File: src/hdl/rft_pkg.sv
`default_nettype none
package rft_pkg;

  localparam int CHAR_W = 8;
  localparam int ROW_W  = 7;
  localparam int CYC_W  = ROW_W + 1;

  typedef enum logic [0:0] {
    ST_LOAD,
    ST_EMIT
  } state_t;

  typedef struct packed {
    logic busy;
    logic last;
  } seq_stat_t;

endpackage
`default_nettype wire

File: src/hdl/rft_ifs.sv
`default_nettype none
interface rft_in_if;
  logic                       valid;
  logic                       ready;
  logic [rft_pkg::CHAR_W-1:0] in_char;
  logic                       in_last;

  modport source (output valid, output in_char, output in_last, input ready);
  modport sink   (input valid, input in_char, input in_last, output ready);
endinterface

interface rft_out_if;
  logic                       valid;
  logic                       ready;
  logic [rft_pkg::CHAR_W-1:0] out_char;
  logic                       out_last;
  logic                       truncated;

  modport source (output valid, output out_char, output out_last, output truncated,
                  input ready);
  modport sink   (input valid, input out_char, input out_last, input truncated,
                  output ready);
endinterface

interface rft_cfg_if;
  logic                      valid;
  logic                      ready;
  logic [rft_pkg::ROW_W-1:0] num_rows;

  modport source (output valid, output num_rows, input ready);
  modport sink   (input valid, input num_rows, output ready);
endinterface
`default_nettype wire

File: src/hdl/rail_fence_transposer.sv
// Rail fence (zigzag) transposer. Message bytes arrive as requests on in_ch,
// one per cycle, and are written into a MAX_LEN-byte buffer; bytes past
// MAX_LEN are dropped and the message is flagged as truncated. The request
// that carries in_last closes the message: in_ch then stalls while the
// stored bytes are read back in rail order for the number of rails held in
// the cfg_ch register (reset 1; 0 acts as 1; one rail, or at least as many
// rails as bytes, passes the message unchanged). Every result carries the
// truncation flag of its message, and out_last marks its final byte. Readout
// issues one buffer read per cycle through the buffer read port while the
// read stage is free to take it; the closing request starts the sequencer,
// and each read goes through the read stage and the output register to
// out_ch. The buffer needs no clearing pass after reset. Write cfg_ch only
// while no message is being emitted.
`default_nettype none
module rail_fence_transposer #(
  parameter int MAX_LEN = 64
) (
  input  wire logic  clk,
  input  wire logic  rst_n,
  rft_in_if.sink     in_ch,
  rft_out_if.source  out_ch,
  rft_cfg_if.sink    cfg_ch
);

  localparam int LEN_W  = $clog2(MAX_LEN + 1);
  localparam int ADDR_W = $clog2(MAX_LEN);

  // message buffer, one write and one read port
  logic [rft_pkg::CHAR_W-1:0] mem [MAX_LEN];

  rft_pkg::state_t state_r, state_nxt;

  logic [rft_pkg::ROW_W-1:0] rows_r;
  logic [LEN_W-1:0]          len_r, len_nxt;
  logic                      ovf_r, ovf_nxt;
  logic                      trunc_r, trunc_nxt;

  // read stage: holds buffer data until the output register frees up
  logic [rft_pkg::CHAR_W-1:0] rdata_r;
  logic                       rd_vld_r;
  logic                       rd_last_r;
  logic                       rd_trunc_r;

  // output register
  logic [rft_pkg::CHAR_W-1:0] out_char_r;
  logic                       out_last_r;
  logic                       out_trunc_r;
  logic                       out_vld_r;

  logic               in_fire, full, start, rd_en, mv;
  logic [LEN_W-1:0]   msg_len;
  logic [LEN_W-1:0]   seq_pos;
  rft_pkg::seq_stat_t seq_stat;

  assign cfg_ch.ready = 1'b1;

  always_ff @(posedge clk) begin
    if (!rst_n) begin
      rows_r <= rft_pkg::ROW_W'(1);
    end else if (cfg_ch.valid && cfg_ch.ready) begin
      rows_r <= cfg_ch.num_rows;
    end
  end

  // next state
  always_comb begin
    state_nxt = state_r;
    case (state_r)
      rft_pkg::ST_LOAD: if (in_fire && in_ch.in_last) state_nxt = rft_pkg::ST_EMIT;
      rft_pkg::ST_EMIT: if (rd_en && seq_stat.last) state_nxt = rft_pkg::ST_LOAD;
      default:          state_nxt = rft_pkg::ST_LOAD;
    endcase
  end

  // state outputs
  always_comb begin
    in_ch.ready = 1'b0;
    case (state_r)
      rft_pkg::ST_LOAD: in_ch.ready = 1'b1;
      rft_pkg::ST_EMIT: in_ch.ready = 1'b0;
      default:          in_ch.ready = 1'b0;
    endcase
  end

  always_comb begin
    in_fire   = in_ch.valid && in_ch.ready;
    full      = (len_r == LEN_W'(MAX_LEN));
    start     = in_fire && in_ch.in_last;
    // the closing byte counts if there was room for it
    msg_len   = full ? len_r : LEN_W'(len_r + 1'b1);
    len_nxt   = len_r;
    ovf_nxt   = ovf_r;
    trunc_nxt = trunc_r;
    if (in_fire) begin
      if (start) begin
        len_nxt   = '0;
        ovf_nxt   = 1'b0;
        trunc_nxt = ovf_r || full;
      end else if (full) begin
        ovf_nxt = 1'b1;
      end else begin
        len_nxt = LEN_W'(len_r + 1'b1);
      end
    end
  end

  always_ff @(posedge clk) begin
    if (!rst_n) begin
      state_r <= rft_pkg::ST_LOAD;
      len_r   <= '0;
      ovf_r   <= 1'b0;
    end else begin
      state_r <= state_nxt;
      len_r   <= len_nxt;
      ovf_r   <= ovf_nxt;
    end
    trunc_r <= trunc_nxt;
  end

  // store the byte unless the buffer is full
  always_ff @(posedge clk) begin
    if (in_fire && !full) begin
      mem[len_r[ADDR_W-1:0]] <= in_ch.in_char;
    end
  end

  rft_seq #(
    .LEN_W (LEN_W)
  ) u_seq (
    .clk   (clk),
    .rst_n (rst_n),
    .start (start),
    .rows  (rows_r),
    .len   (msg_len),
    .adv   (rd_en),
    .pos   (seq_pos),
    .stat  (seq_stat)
  );

  // move read data forward when the output register is empty or being drained;
  // issue the next read only when the read stage will be free to take it
  assign mv    = rd_vld_r && (!out_vld_r || out_ch.ready);
  assign rd_en = seq_stat.busy && (!rd_vld_r || mv);

  always_ff @(posedge clk) begin
    if (rd_en) begin
      rdata_r    <= mem[seq_pos[ADDR_W-1:0]];
      rd_last_r  <= seq_stat.last;
      rd_trunc_r <= trunc_r;
    end
  end

  always_ff @(posedge clk) begin
    if (!rst_n) begin
      rd_vld_r  <= 1'b0;
      out_vld_r <= 1'b0;
    end else begin
      rd_vld_r <= rd_en || (rd_vld_r && !mv);
      if (mv) begin
        out_vld_r <= 1'b1;
      end else if (out_ch.ready) begin
        out_vld_r <= 1'b0;
      end
    end
  end

  always_ff @(posedge clk) begin
    if (mv) begin
      out_char_r  <= rdata_r;
      out_last_r  <= rd_last_r;
      out_trunc_r <= rd_trunc_r;
    end
  end

  assign out_ch.valid     = out_vld_r;
  assign out_ch.out_char  = out_char_r;
  assign out_ch.out_last  = out_last_r;
  assign out_ch.truncated = out_trunc_r;

  // no new message is taken while readout is running
  a_no_load_in_emit: assert property (@(posedge clk) disable iff (!rst_n)
    seq_stat.busy |-> !in_fire)
    else $error("input request accepted during readout");

  // stored length never exceeds the buffer
  a_len_bound: assert property (@(posedge clk) disable iff (!rst_n)
    len_r <= LEN_W'(MAX_LEN))
    else $error("stored length beyond buffer depth");

  // readout only in the emit state
  a_read_in_emit: assert property (@(posedge clk) disable iff (!rst_n)
    rd_en |-> (state_r == rft_pkg::ST_EMIT))
    else $error("buffer read outside emit state");

  // with no next message being read, the final byte leaves the read stage empty
  a_last_drains: assert property (@(posedge clk) disable iff (!rst_n)
    (mv && rd_last_r && !seq_stat.busy) |=> !rd_vld_r)
    else $error("read data pending after final byte");

endmodule
`default_nettype wire

File: src/hdl/rft_seq.sv
`default_nettype none
// Rail-order read address generator: one position per advance.
module rft_seq #(
  parameter int LEN_W = 7
) (
  input  wire logic                      clk,
  input  wire logic                      rst_n,
  input  wire logic                      start,
  input  wire logic [rft_pkg::ROW_W-1:0] rows,
  input  wire logic [LEN_W-1:0]          len,
  input  wire logic                      adv,
  output logic [LEN_W-1:0]               pos,
  output rft_pkg::seq_stat_t             stat
);

  localparam int SUM_W = ((LEN_W > rft_pkg::CYC_W) ? LEN_W : rft_pkg::CYC_W) + 2;

  logic                      busy_r, busy_nxt;
  logic                      ph_r, ph_nxt;
  logic [rft_pkg::ROW_W-1:0] r_r, r_nxt;
  logic [rft_pkg::ROW_W-1:0] rm1_r, rm1_nxt;
  logic [rft_pkg::CYC_W-1:0] cyc_r, cyc_nxt;
  logic [LEN_W-1:0]          j_r, j_nxt;
  logic [LEN_W-1:0]          cnt_r, cnt_nxt;
  logic [LEN_W-1:0]          len_r, len_nxt;

  logic [rft_pkg::ROW_W-1:0] rows_eff;
  logic [SUM_W-1:0]          j_x, r_x, cyc_x, n_x, fwd, mir, jn, jn_fwd;
  logic                      mid, last;

  always_comb begin
    j_x    = SUM_W'(j_r);
    r_x    = SUM_W'(r_r);
    cyc_x  = SUM_W'(cyc_r);
    n_x    = SUM_W'(len_r);
    fwd    = j_x + r_x;
    mir    = j_x + cyc_x - r_x;
    jn     = j_x + cyc_x;
    jn_fwd = jn + r_x;
    mid    = (r_r != '0) && (r_r != rm1_r);
    last   = (cnt_r == LEN_W'(len_r - 1'b1));
    pos    = ph_r ? mir[LEN_W-1:0] : fwd[LEN_W-1:0];
    stat.busy = busy_r;
    stat.last = last;
  end

  always_comb begin
    rows_eff = (rows == '0) ? rft_pkg::ROW_W'(1) : rows;
    busy_nxt = busy_r;
    ph_nxt   = ph_r;
    r_nxt    = r_r;
    rm1_nxt  = rm1_r;
    cyc_nxt  = cyc_r;
    j_nxt    = j_r;
    cnt_nxt  = cnt_r;
    len_nxt  = len_r;
    if (start) begin
      busy_nxt = 1'b1;
      ph_nxt   = 1'b0;
      r_nxt    = '0;
      j_nxt    = '0;
      cnt_nxt  = '0;
      len_nxt  = len;
      rm1_nxt  = rft_pkg::ROW_W'(rows_eff - 1'b1);
      // one rail: stride of one over rail zero walks the message in order
      cyc_nxt  = (rows_eff == rft_pkg::ROW_W'(1)) ? rft_pkg::CYC_W'(1)
               : rft_pkg::CYC_W'({rows_eff, 1'b0} - 2'd2);
    end else if (adv && busy_r) begin
      cnt_nxt = LEN_W'(cnt_r + 1'b1);
      if (last) begin
        busy_nxt = 1'b0;
      end else if (!ph_r && mid && (mir < n_x)) begin
        ph_nxt = 1'b1;
      end else if (jn_fwd < n_x) begin
        ph_nxt = 1'b0;
        j_nxt  = jn[LEN_W-1:0];
      end else begin
        ph_nxt = 1'b0;
        j_nxt  = '0;
        r_nxt  = rft_pkg::ROW_W'(r_r + 1'b1);
      end
    end
  end

  always_ff @(posedge clk) begin
    if (!rst_n) begin
      busy_r <= 1'b0;
      ph_r   <= 1'b0;
    end else begin
      busy_r <= busy_nxt;
      ph_r   <= ph_nxt;
    end
    r_r   <= r_nxt;
    rm1_r <= rm1_nxt;
    cyc_r <= cyc_nxt;
    j_r   <= j_nxt;
    cnt_r <= cnt_nxt;
    len_r <= len_nxt;
  end

endmodule
`default_nettype wire

File: src/flat_wrapper.sv
// flat-port wrapper written by rule: the top's interface ports become plain ports
module rail_fence_transposer_flat 
#(
  parameter int MAX_LEN = 64
)
  (clk, rst_n, in_ch_valid, in_ch_in_char, in_ch_in_last, in_ch_ready, out_ch_valid, out_ch_out_char, out_ch_out_last, out_ch_truncated, out_ch_ready, cfg_ch_valid, cfg_ch_num_rows, cfg_ch_ready);
  rft_in_if in_ch_i ();
  rft_out_if out_ch_i ();
  rft_cfg_if cfg_ch_i ();
  input  wire logic clk;
  input  wire logic rst_n;
  input wire logic [$bits(in_ch_i.valid)-1:0] in_ch_valid;
  input wire logic [$bits(in_ch_i.in_char)-1:0] in_ch_in_char;
  input wire logic [$bits(in_ch_i.in_last)-1:0] in_ch_in_last;
  output wire logic [$bits(in_ch_i.ready)-1:0] in_ch_ready;
  output wire logic [$bits(out_ch_i.valid)-1:0] out_ch_valid;
  output wire logic [$bits(out_ch_i.out_char)-1:0] out_ch_out_char;
  output wire logic [$bits(out_ch_i.out_last)-1:0] out_ch_out_last;
  output wire logic [$bits(out_ch_i.truncated)-1:0] out_ch_truncated;
  input wire logic [$bits(out_ch_i.ready)-1:0] out_ch_ready;
  input wire logic [$bits(cfg_ch_i.valid)-1:0] cfg_ch_valid;
  input wire logic [$bits(cfg_ch_i.num_rows)-1:0] cfg_ch_num_rows;
  output wire logic [$bits(cfg_ch_i.ready)-1:0] cfg_ch_ready;
  assign in_ch_i.valid = in_ch_valid;
  assign in_ch_i.in_char = in_ch_in_char;
  assign in_ch_i.in_last = in_ch_in_last;
  assign in_ch_ready = in_ch_i.ready;
  assign out_ch_valid = out_ch_i.valid;
  assign out_ch_out_char = out_ch_i.out_char;
  assign out_ch_out_last = out_ch_i.out_last;
  assign out_ch_truncated = out_ch_i.truncated;
  assign out_ch_i.ready = out_ch_ready;
  assign cfg_ch_i.valid = cfg_ch_valid;
  assign cfg_ch_i.num_rows = cfg_ch_num_rows;
  assign cfg_ch_ready = cfg_ch_i.ready;
  rail_fence_transposer #(.MAX_LEN(MAX_LEN)) u_core (.clk(clk), .rst_n(rst_n), .in_ch(in_ch_i), .out_ch(out_ch_i), .cfg_ch(cfg_ch_i));
endmodule
File: config.mk
export PLATFORM = sky130hd
export DESIGN_NAME = rail_fence_transposer_flat
export DESIGN_NICKNAME = d
export VERILOG_FILES = /design/src/hdl/rft_pkg.sv /design/src/hdl/rft_ifs.sv /design/src/hdl/rail_fence_transposer.sv /design/src/hdl/rft_seq.sv /design/src/flat_wrapper.sv
export SDC_FILE = /design/constraint.sdc
export NUM_CORES = 1
export LEC_CHECK = 0
export ABC_AREA = 1
export BUFFER_PORTS_ARGS = -buffer_cell sky130_fd_sc_hd__buf_2
export CAP_MARGIN = 20
export CORE_MARGIN = 2
export CORE_UTILIZATION = 38
export CTS_CLUSTER_DIAMETER = 200
export DETAILED_ROUTE_END_ITERATION = 10
export GPL_ROUTABILITY_DRIVEN = 0
export GPL_TIMING_DRIVEN = 0
export PLACE_DENSITY = 0.66
export SLEW_MARGIN = 20
export SYNTH_ARGS = -nofsm -noshare
export SYNTH_HDL_FRONTEND = slang
export SYNTH_SLANG_ARGS = --single-unit
export TNS_END_PERCENT = 20
File: constraint.sdc
create_clock -name clk -period 3.7 [get_ports clk]
set_input_delay 0.185 -clock clk [delete_from_list [all_inputs] [get_ports clk]]
set_output_delay 0.185 -clock clk [all_outputs]
set_load 0.05 [all_outputs]
Yosys cells after proc, flatten, opt, wreduce, memory -nomap -nowiden
Memories as Yosys holds them, arrays and structs flattened. A register that Yosys moved wholly into a read port is not among the register bits. Cells that the tools add are included.

Multiplexer cells: 19. Reduce and logical (&&, ||, !) cells: 33. Equality and inequality tests: 4. $add $sub $neg: 10. $lt $le $gt $ge: 2. Bitwise gates (word level): 5.

Operator list (count): 2-to-1 mux 7 bit (4); adder 7 x 1 -> 7 bit (second input constant) (3); less-than comparator 10 x 7 -> 1 bit (2); subtractor 7 x 1 -> 7 bit (second input constant) (2); 2-to-1 mux 1 bit (12); logical AND 1 bit (11); adder 9 x 7 -> 10 bit (1); subtractor 9 x 7 -> 10 bit (1); adder 7 x 8 -> 9 bit (1); AND reduction 2 bit (4); nonzero test 2 bit (4); subtractor 8 x 2 -> 8 bit (second input constant) (1); == test 7 x 1 -> 1 bit (second input constant) (1); == test 7 bit (1); == test 7 bit (second input constant) (1); zero test 7 bit (1); inequality test 7 bit (1); nonzero test 7 bit (1); adder 6 bit (1); 2-to-1 mux 6 bit (1); zero test 1 bit (5); NOT 1 bit (5); logical OR 1 bit (4); case mux 1 bit (2 select lines) (2); 3 further kinds (3).

Bits in writable memories: 512. Output and inout bits: 13. Input bits: 21. Flip-flop bits (word level): 76. Memories kept: 1.

Memories: u_core.mem (words 64, bits a word 8, rd ports 1, clocked after memory_dff 1, write ports 1, RTL line rail_fence_transposer.sv:29) `logic [rft_pkg::CHAR_W-1:0] mem [MAX_LEN];`.

Longest topological paths before layout
Depth in word-level cells: 8. Gate-level depth with buffers: 26. Gate-level depth less buffers: 25.

Hierarchy
Synthesis repeated with hierarchy kept, for this count alone.

Cells, all modules: 2458. Area total of the unflattened synthesis: 26279.0 um2.

Modules (own cells, without submodules): rail_fence_transposer (area each 22407.7 um2, cells each 1936, sequential area each 16365.7 um2, instances 1); rft_seq (area each 3871.2 um2, cells each 522, sequential area each 1121.1 um2, instances 1).

Worst setup path before layout
OpenSTA, ideal clock, no wires.

Kind: reg-to-reg. Start point: register u_core.u_seq.cyc_r[0] (netlist name). End point: register u_core.u_seq.j_r[2]. Arrival: 3585 ps. Buffers on the path: 1. Required time: 3525 ps. Stages on the path, launching flop included: 27. Path slack: -60 ps. Period minus slack after synthesis: 3760 ps. Library setup time: 175 ps. Cell sequence: edfxtp_1 -> ha_1 -> fa_1 -> nand3_1 -> nand2_1 -> or2_2 -> nand2_1 -> inv_1 -> ha_1 -> buf_2 -> a21oi_1 -> nand2_1 -> nand2_1 -> nand2_1 -> ha_1 -> nand2_1 -> inv_1 -> a21oi_1 -> nand2_1 -> nand2_1 -> nand3_1 -> nor2_1 -> nand3_2 -> nand2_2 -> inv_2 -> nand2_1 -> a21oi_2.

Cells in the longest elaborated chain, start to end: 6. Elaborated cells on any way between the ends: 9. Classes of those cells: add/sub (3); order compare (2); mux (1); bitwise (1); reduce/logical (2).

Ends and longest elaborated chain: start: declaration (RTL line rft_seq.sv:22) `logic [rft_pkg::CYC_W-1:0] cyc_r, cyc_nxt;`; start signal: assignment (RTL line rft_seq.sv:95) `cyc_r <= cyc_nxt;`; adder 7 x 8 -> 9 bit * (RTL line rft_seq.sv:37, rft_seq.sv:38); subtractor 9 x 7 -> 10 bit (RTL line rft_seq.sv:37) `mir = j_x + cyc_x - r_x;`; less-than comparator 10 x 7 -> 1 bit (RTL line rft_seq.sv:72) `end else if (!ph_r && mid && (mir < n_x)) begin`; logical AND 1 bit (RTL line rft_seq.sv:72); NOT 1 bit (no line); AND reduction 3 bit (no line); end signal: assignment (RTL line rft_seq.sv:96) `j_r <= j_nxt;`; end: declaration (RTL line rft_seq.sv:23) `logic [LEN_W-1:0] j_r, j_nxt;`.

Every way passes the cells marked *; elsewhere a longest branch is shown, timed or not. A chain may end at the register's enable or synchronous reset.

Final worst setup path
Start point: register u_core.u_seq.cyc_r[0] (netlist name). End point: register u_core.u_seq.j_r[1].

The elaborated chain is that of the path after synthesis.

==> load_flow_metrics.sql <==
INSERT INTO impl_metrics (metric_group, metric, value, unit) VALUES
('clock_network', 'cts.path.max_buffers', '3', ''),
('power', 'power.leakage', '10.6', 'nW'),
('yosys', 'synth_seq_cells', '596', ''),
('setup_path', 'critPathRequiredTime', '4.25', 'ns'),
('global_route', 'grt.overflow.total', '0', ''),
('floorplan', 'placementRows', '95', ''),
('clock_network', 'cts_tree', 'done', ''),
('clock_network', 'cts-htree-levels', '2', ''),
('sta', 'final-setup-viol-count', '23', ''),
('place', 'detailed_place.area', '0.0272', 'sq mm'),
('yosys', 'synth-seq-area-share', '67.6', '%'),
('sta', 'hold_violations', '0', ''),
('sta', 'post-route-min-period', '3.86', 'ns'),
('floorplan', 'core-area', '0.0673', 'sq mm'),
('yosys', 'post-synth-top-area-cell', 'edfxtp_1', ''),
('drt', 'drtPass1Iterations', '6', ''),
('yosys', 'synth.lib_cells_used.distinct', '45', ''),
('drt', 'via_count', '18415', ''),
('yosys', 'yosysWarnings', '0', ''),
('status', 'violations', 'negative setup slack', ''),
('floorplan', 'floorplan.initialDensity', '38.5', '%'),
('power', 'powerDensity', '729', 'mW/mm^2'),
('drt', 'drt_drc_violations_left', '0', ''),
('setup_path', 'largest_driver_fanout_on_the_critical_path', '6', ''),
('sta', 'max_clock_freq', '259', 'MHz'),
('clock_network', 'cts.sink_count', '596', ''),
('clock_network', 'cts.root.buffer_cell', 'clkbuf_16', ''),
('floorplan', 'design.die.area', '0.0702', 'sq mm'),
('power', 'power', '21.8', 'mW'),
('sta', 'worst-slew-pin-transition', '1.09', 'ns'),
('layout', 'num_antenna_cells', '0', ''),
('place', 'portBuffers', '32', ''),
('drt', 'postRouteWirelength', '69.5', 'mm'),
('clock_network', 'clk_latency', '0.62', 'ns'),
('drt', 'wire_per_inst', '20.6', 'microns'),
('sta', 'layout_setup_ws', '-0.156', 'ns'),
('yosys', 'yosys.area.top_type_share', '64.4', '%'),
('min_path', 'worst_hold_path_type', 'input pin to register', ''),
('global_route', 'grt.total_usage', '19.3', '%'),
('sta', 'max_transition_viols_final', '0', ''),
('setup_path', 'end_kind', 'register', ''),
('drt', 'vias_per_cell', '5.45', ''),
('drt', 'antenna_violating_nets_remaining', '0', ''),
('clock_network', 'cts.clk_slew.worst_paths', '0.06', 'ns'),
('layout', 'layout-area-overhead-vs-synth', '15.4', '%'),
('sta', 'finalHoldWorstSlack', '0.124', 'ns'),
('layout', 'final_nets', '2533', ''),
('global_route', 'first_pass_grt_wire_length', '104', 'mm'),
('floorplan', 'chipWidth', '265', 'microns'),
('yosys', 'synth_edf_count', '555', ''),
('global_route', 'grt_pass1_vias', '17750', ''),
('status', 'run_status', 'complete, but fails checks', ''),
('sta', 'max-slew-margin-rel', '26.8', '%'),
('yosys', 'post_synth_main_area_contributors', 'edfxtp_1 64%, nor2_1 6.5%, o21ai_0 4.9%, nand2_1 4.6%, dfxtp_1 3.2%', ''),
('drt', 'initialDrtViolationCount', '2229', ''),
('yosys', 'syn_inst', '2323', ''),
('flow_run', 'drv.max_cap_violation_count', '0', ''),
('sta', 'fin_skew', '0.0206', 'ns'),
('setup_path', 'timing.critical_path.from_type', 'register', ''),
('place', 'place_hpwl', '45.2', 'mm'),
('layout', 'post_route_cells_drive_above_1_share', '13.5', '%'),
('yosys', 'syn-cell-area', '0.0259', 'sq mm'),
('yosys', 'async_reset_ff_share', '0', '%'),
('setup_path', 'critPathKind', 'register to register', ''),
('layout', 'layout.cell_area.non_filler', '0.0299', 'sq mm'),
('global_route', 'maximum_number_of_pins_on_one_net_before_global_route_repair', '65', ''),
('clock_network', 'numCtsBuffers', '58', ''),
('sta', 'grt_setup_unrepaired', 'yes', ''),
('layout', 'num-fill-cells', '6035', ''),
('floorplan', 'die_height', '265', 'microns'),
('global_route', 'antenna_found_initial', '1', ''),
('power', 'worst_ir_drop_vdd', '0.436', 'mV'),
('sta', 'final_min_period_over_clock_period', '104', '%'),
('yosys', 'synth_nets', '2394', ''),
('setup_path', 'timing.critical_path.arrival', '4.41', 'ns'),
('setup_path', 'timing.reg2reg.setup_slack', '-0.16', 'ns'),
('yosys', 'synth_ff_type', 'edfxtp_1', ''),
('yosys', 'synth.avg_cell_area', '11.1', 'sq um'),
('floorplan', 'number_of_i_o_pins', '34', '');
==> where the power goes <==
part	internal [mW]	switching (mW)
clock network	2.95	2.47
logic	2.76	6.01
registers	7.51	0.0872
==> worst paths after layout <==
| kind | from | to | depth (start not counted) |
|---|---|---|---|
| worst max-delay path | u_core.u_seq.cyc_r[0] | u_core.u_seq.j_r[1] | 23 |
| worst min-delay path | in_ch_valid | u_core.len_r[3] | 4 |
| worst max register to register | u_core.u_seq.cyc_r[0] | u_core.u_seq.j_r[1] | 23 |
| worst min register to register | u_core.rdata_r[6] | u_core.out_ch.out_char[6] | 0 |
==> through the flow <==
step / util [%] / cells / TNS [ns] / setup WS, ns
floorplan: - / 2323 / 0 / 0.00207
global placement: 40.4 / 3228 / -8.95 / -0.536
detailed placement: 40.4 / 3228 / -9.00 / -0.513
CTS: 43.7 / 3367 / -3.35 / -0.265
global route: 44.4 / 3379 / -7.19 / -0.294
finish: 44.4 / 3379 / -1.97 / -0.156
==> Yosys cell counts, drive strengths merged, types with 8 or more instances <==
cell type,instances
a21oi,62
buf,83
clkbuf,34
dfxtp,41
edfxtp,555
ha,46
inv,117
nand2,321
nand3,121
nand4,10
nor2,453
nor3,8
o211ai,16
o21ai,323
o221ai,8
o22ai,64
xnor2,9
xor2,28
==> registers in the layout (all words and copies together), names as in the netlist, 8 cells and up <==
register,cells
u_core.mem,512
u_core.out_ch.out_char,8
u_core.rdata_r,8
u_core.u_seq.cyc_r,8
==> critical path, stage by stage (launching register included) <==
cell	delay, ns
edfxtp_1	0.37
ha_2	0.20
fa_2	0.40
nand3_2	0.09
nand2_2	0.07
or2_4	0.27
nand2_4	0.09
inv_4	0.04
ha_4	0.31
o21bai_4	0.08
a31oi_4	0.16
xor2_2	0.20
ha_4	0.23
a21o_1	0.15
nor2_1	0.07
o21ai_1	0.06
a21oi_1	0.16
nand2_1	0.07
nor2_1	0.11
nand2_2	0.17
buf_6	0.19
nor2_2	0.09
nand2_2	0.06
a21oi_2	0.13
==> layout make-up <==
class                           instances  area, sq um  area share, %
Tap cell                              873         1090           3.66
Inverter                              117          454           1.52
Multi-Input combinational cell       1494         7850           26.3
Sequential cell                       596        17500           58.5
Clock inverter                         31          195          0.653
Timing Repair Buffer                   79          621           2.08
Buffer                                116          673           2.25
Clock buffer                           73         1510           5.05
==> routing by layer <==
| metal | global-route usage [%] | routed length (microns) | up-vias |
|---|---|---|---|
| li1 | - | - | 8446 |
| met1 | 25.9 | 28300 | 8917 |
| met2 | 31.3 | 32300 | 873 |
| met3 | 2.70 | 5790 | 179 |
| met4 | 8.90 | 3100 | 0 |
| met5 | 0 | 0 | - |
==> cells in the final DEF, fill, tap and decap left out, types with 10 or more instances in the layout <==
cell type / n
clkbuf_1: 42
ha_1: 34
a21oi_2: 15
nand3_1: 110
a21oi_1: 47
buf_4: 42
nor2_1: 443
buf_6: 17
clkinv_1: 16
nand2_2: 22
o21ai_0: 252
clkbuf_16: 58
edfxtp_1: 555
buf_2: 77
dlygate4sd3_1: 24
o211ai_1: 16
nand4_1: 10
inv_1: 99
o22ai_1: 58
xor2_1: 23
nand2_1: 291
o21ai_1: 69
inv_2: 13
dfxtp_1: 40
==> timing repair <==
item	in CTS	in global routing
endpoints found under the setup margin	23	63
gates resized for setup	43	93
endpoints found under the hold margin	18	0
gates cloned	1	1
pin swaps	20	48
hold buffers	24	0
buffers inserted	10	12
==> cells by family (layout without fill, tap and decap cells) <==
group,Yosys count,count (layout),share of synthesized area (%)
XOR/XNOR,37,37,1.25
other,1,1,0.0145
AND/OR/NAND/NOR,924,925,14.4
adder cells (fa/ha/maj),50,50,2.53
AO/OA/AOI/OAI,481,481,10.1
flip-flops,596,596,67.6
buffers and inverters,234,416,4.17
(Power assumes the default switching activity.)
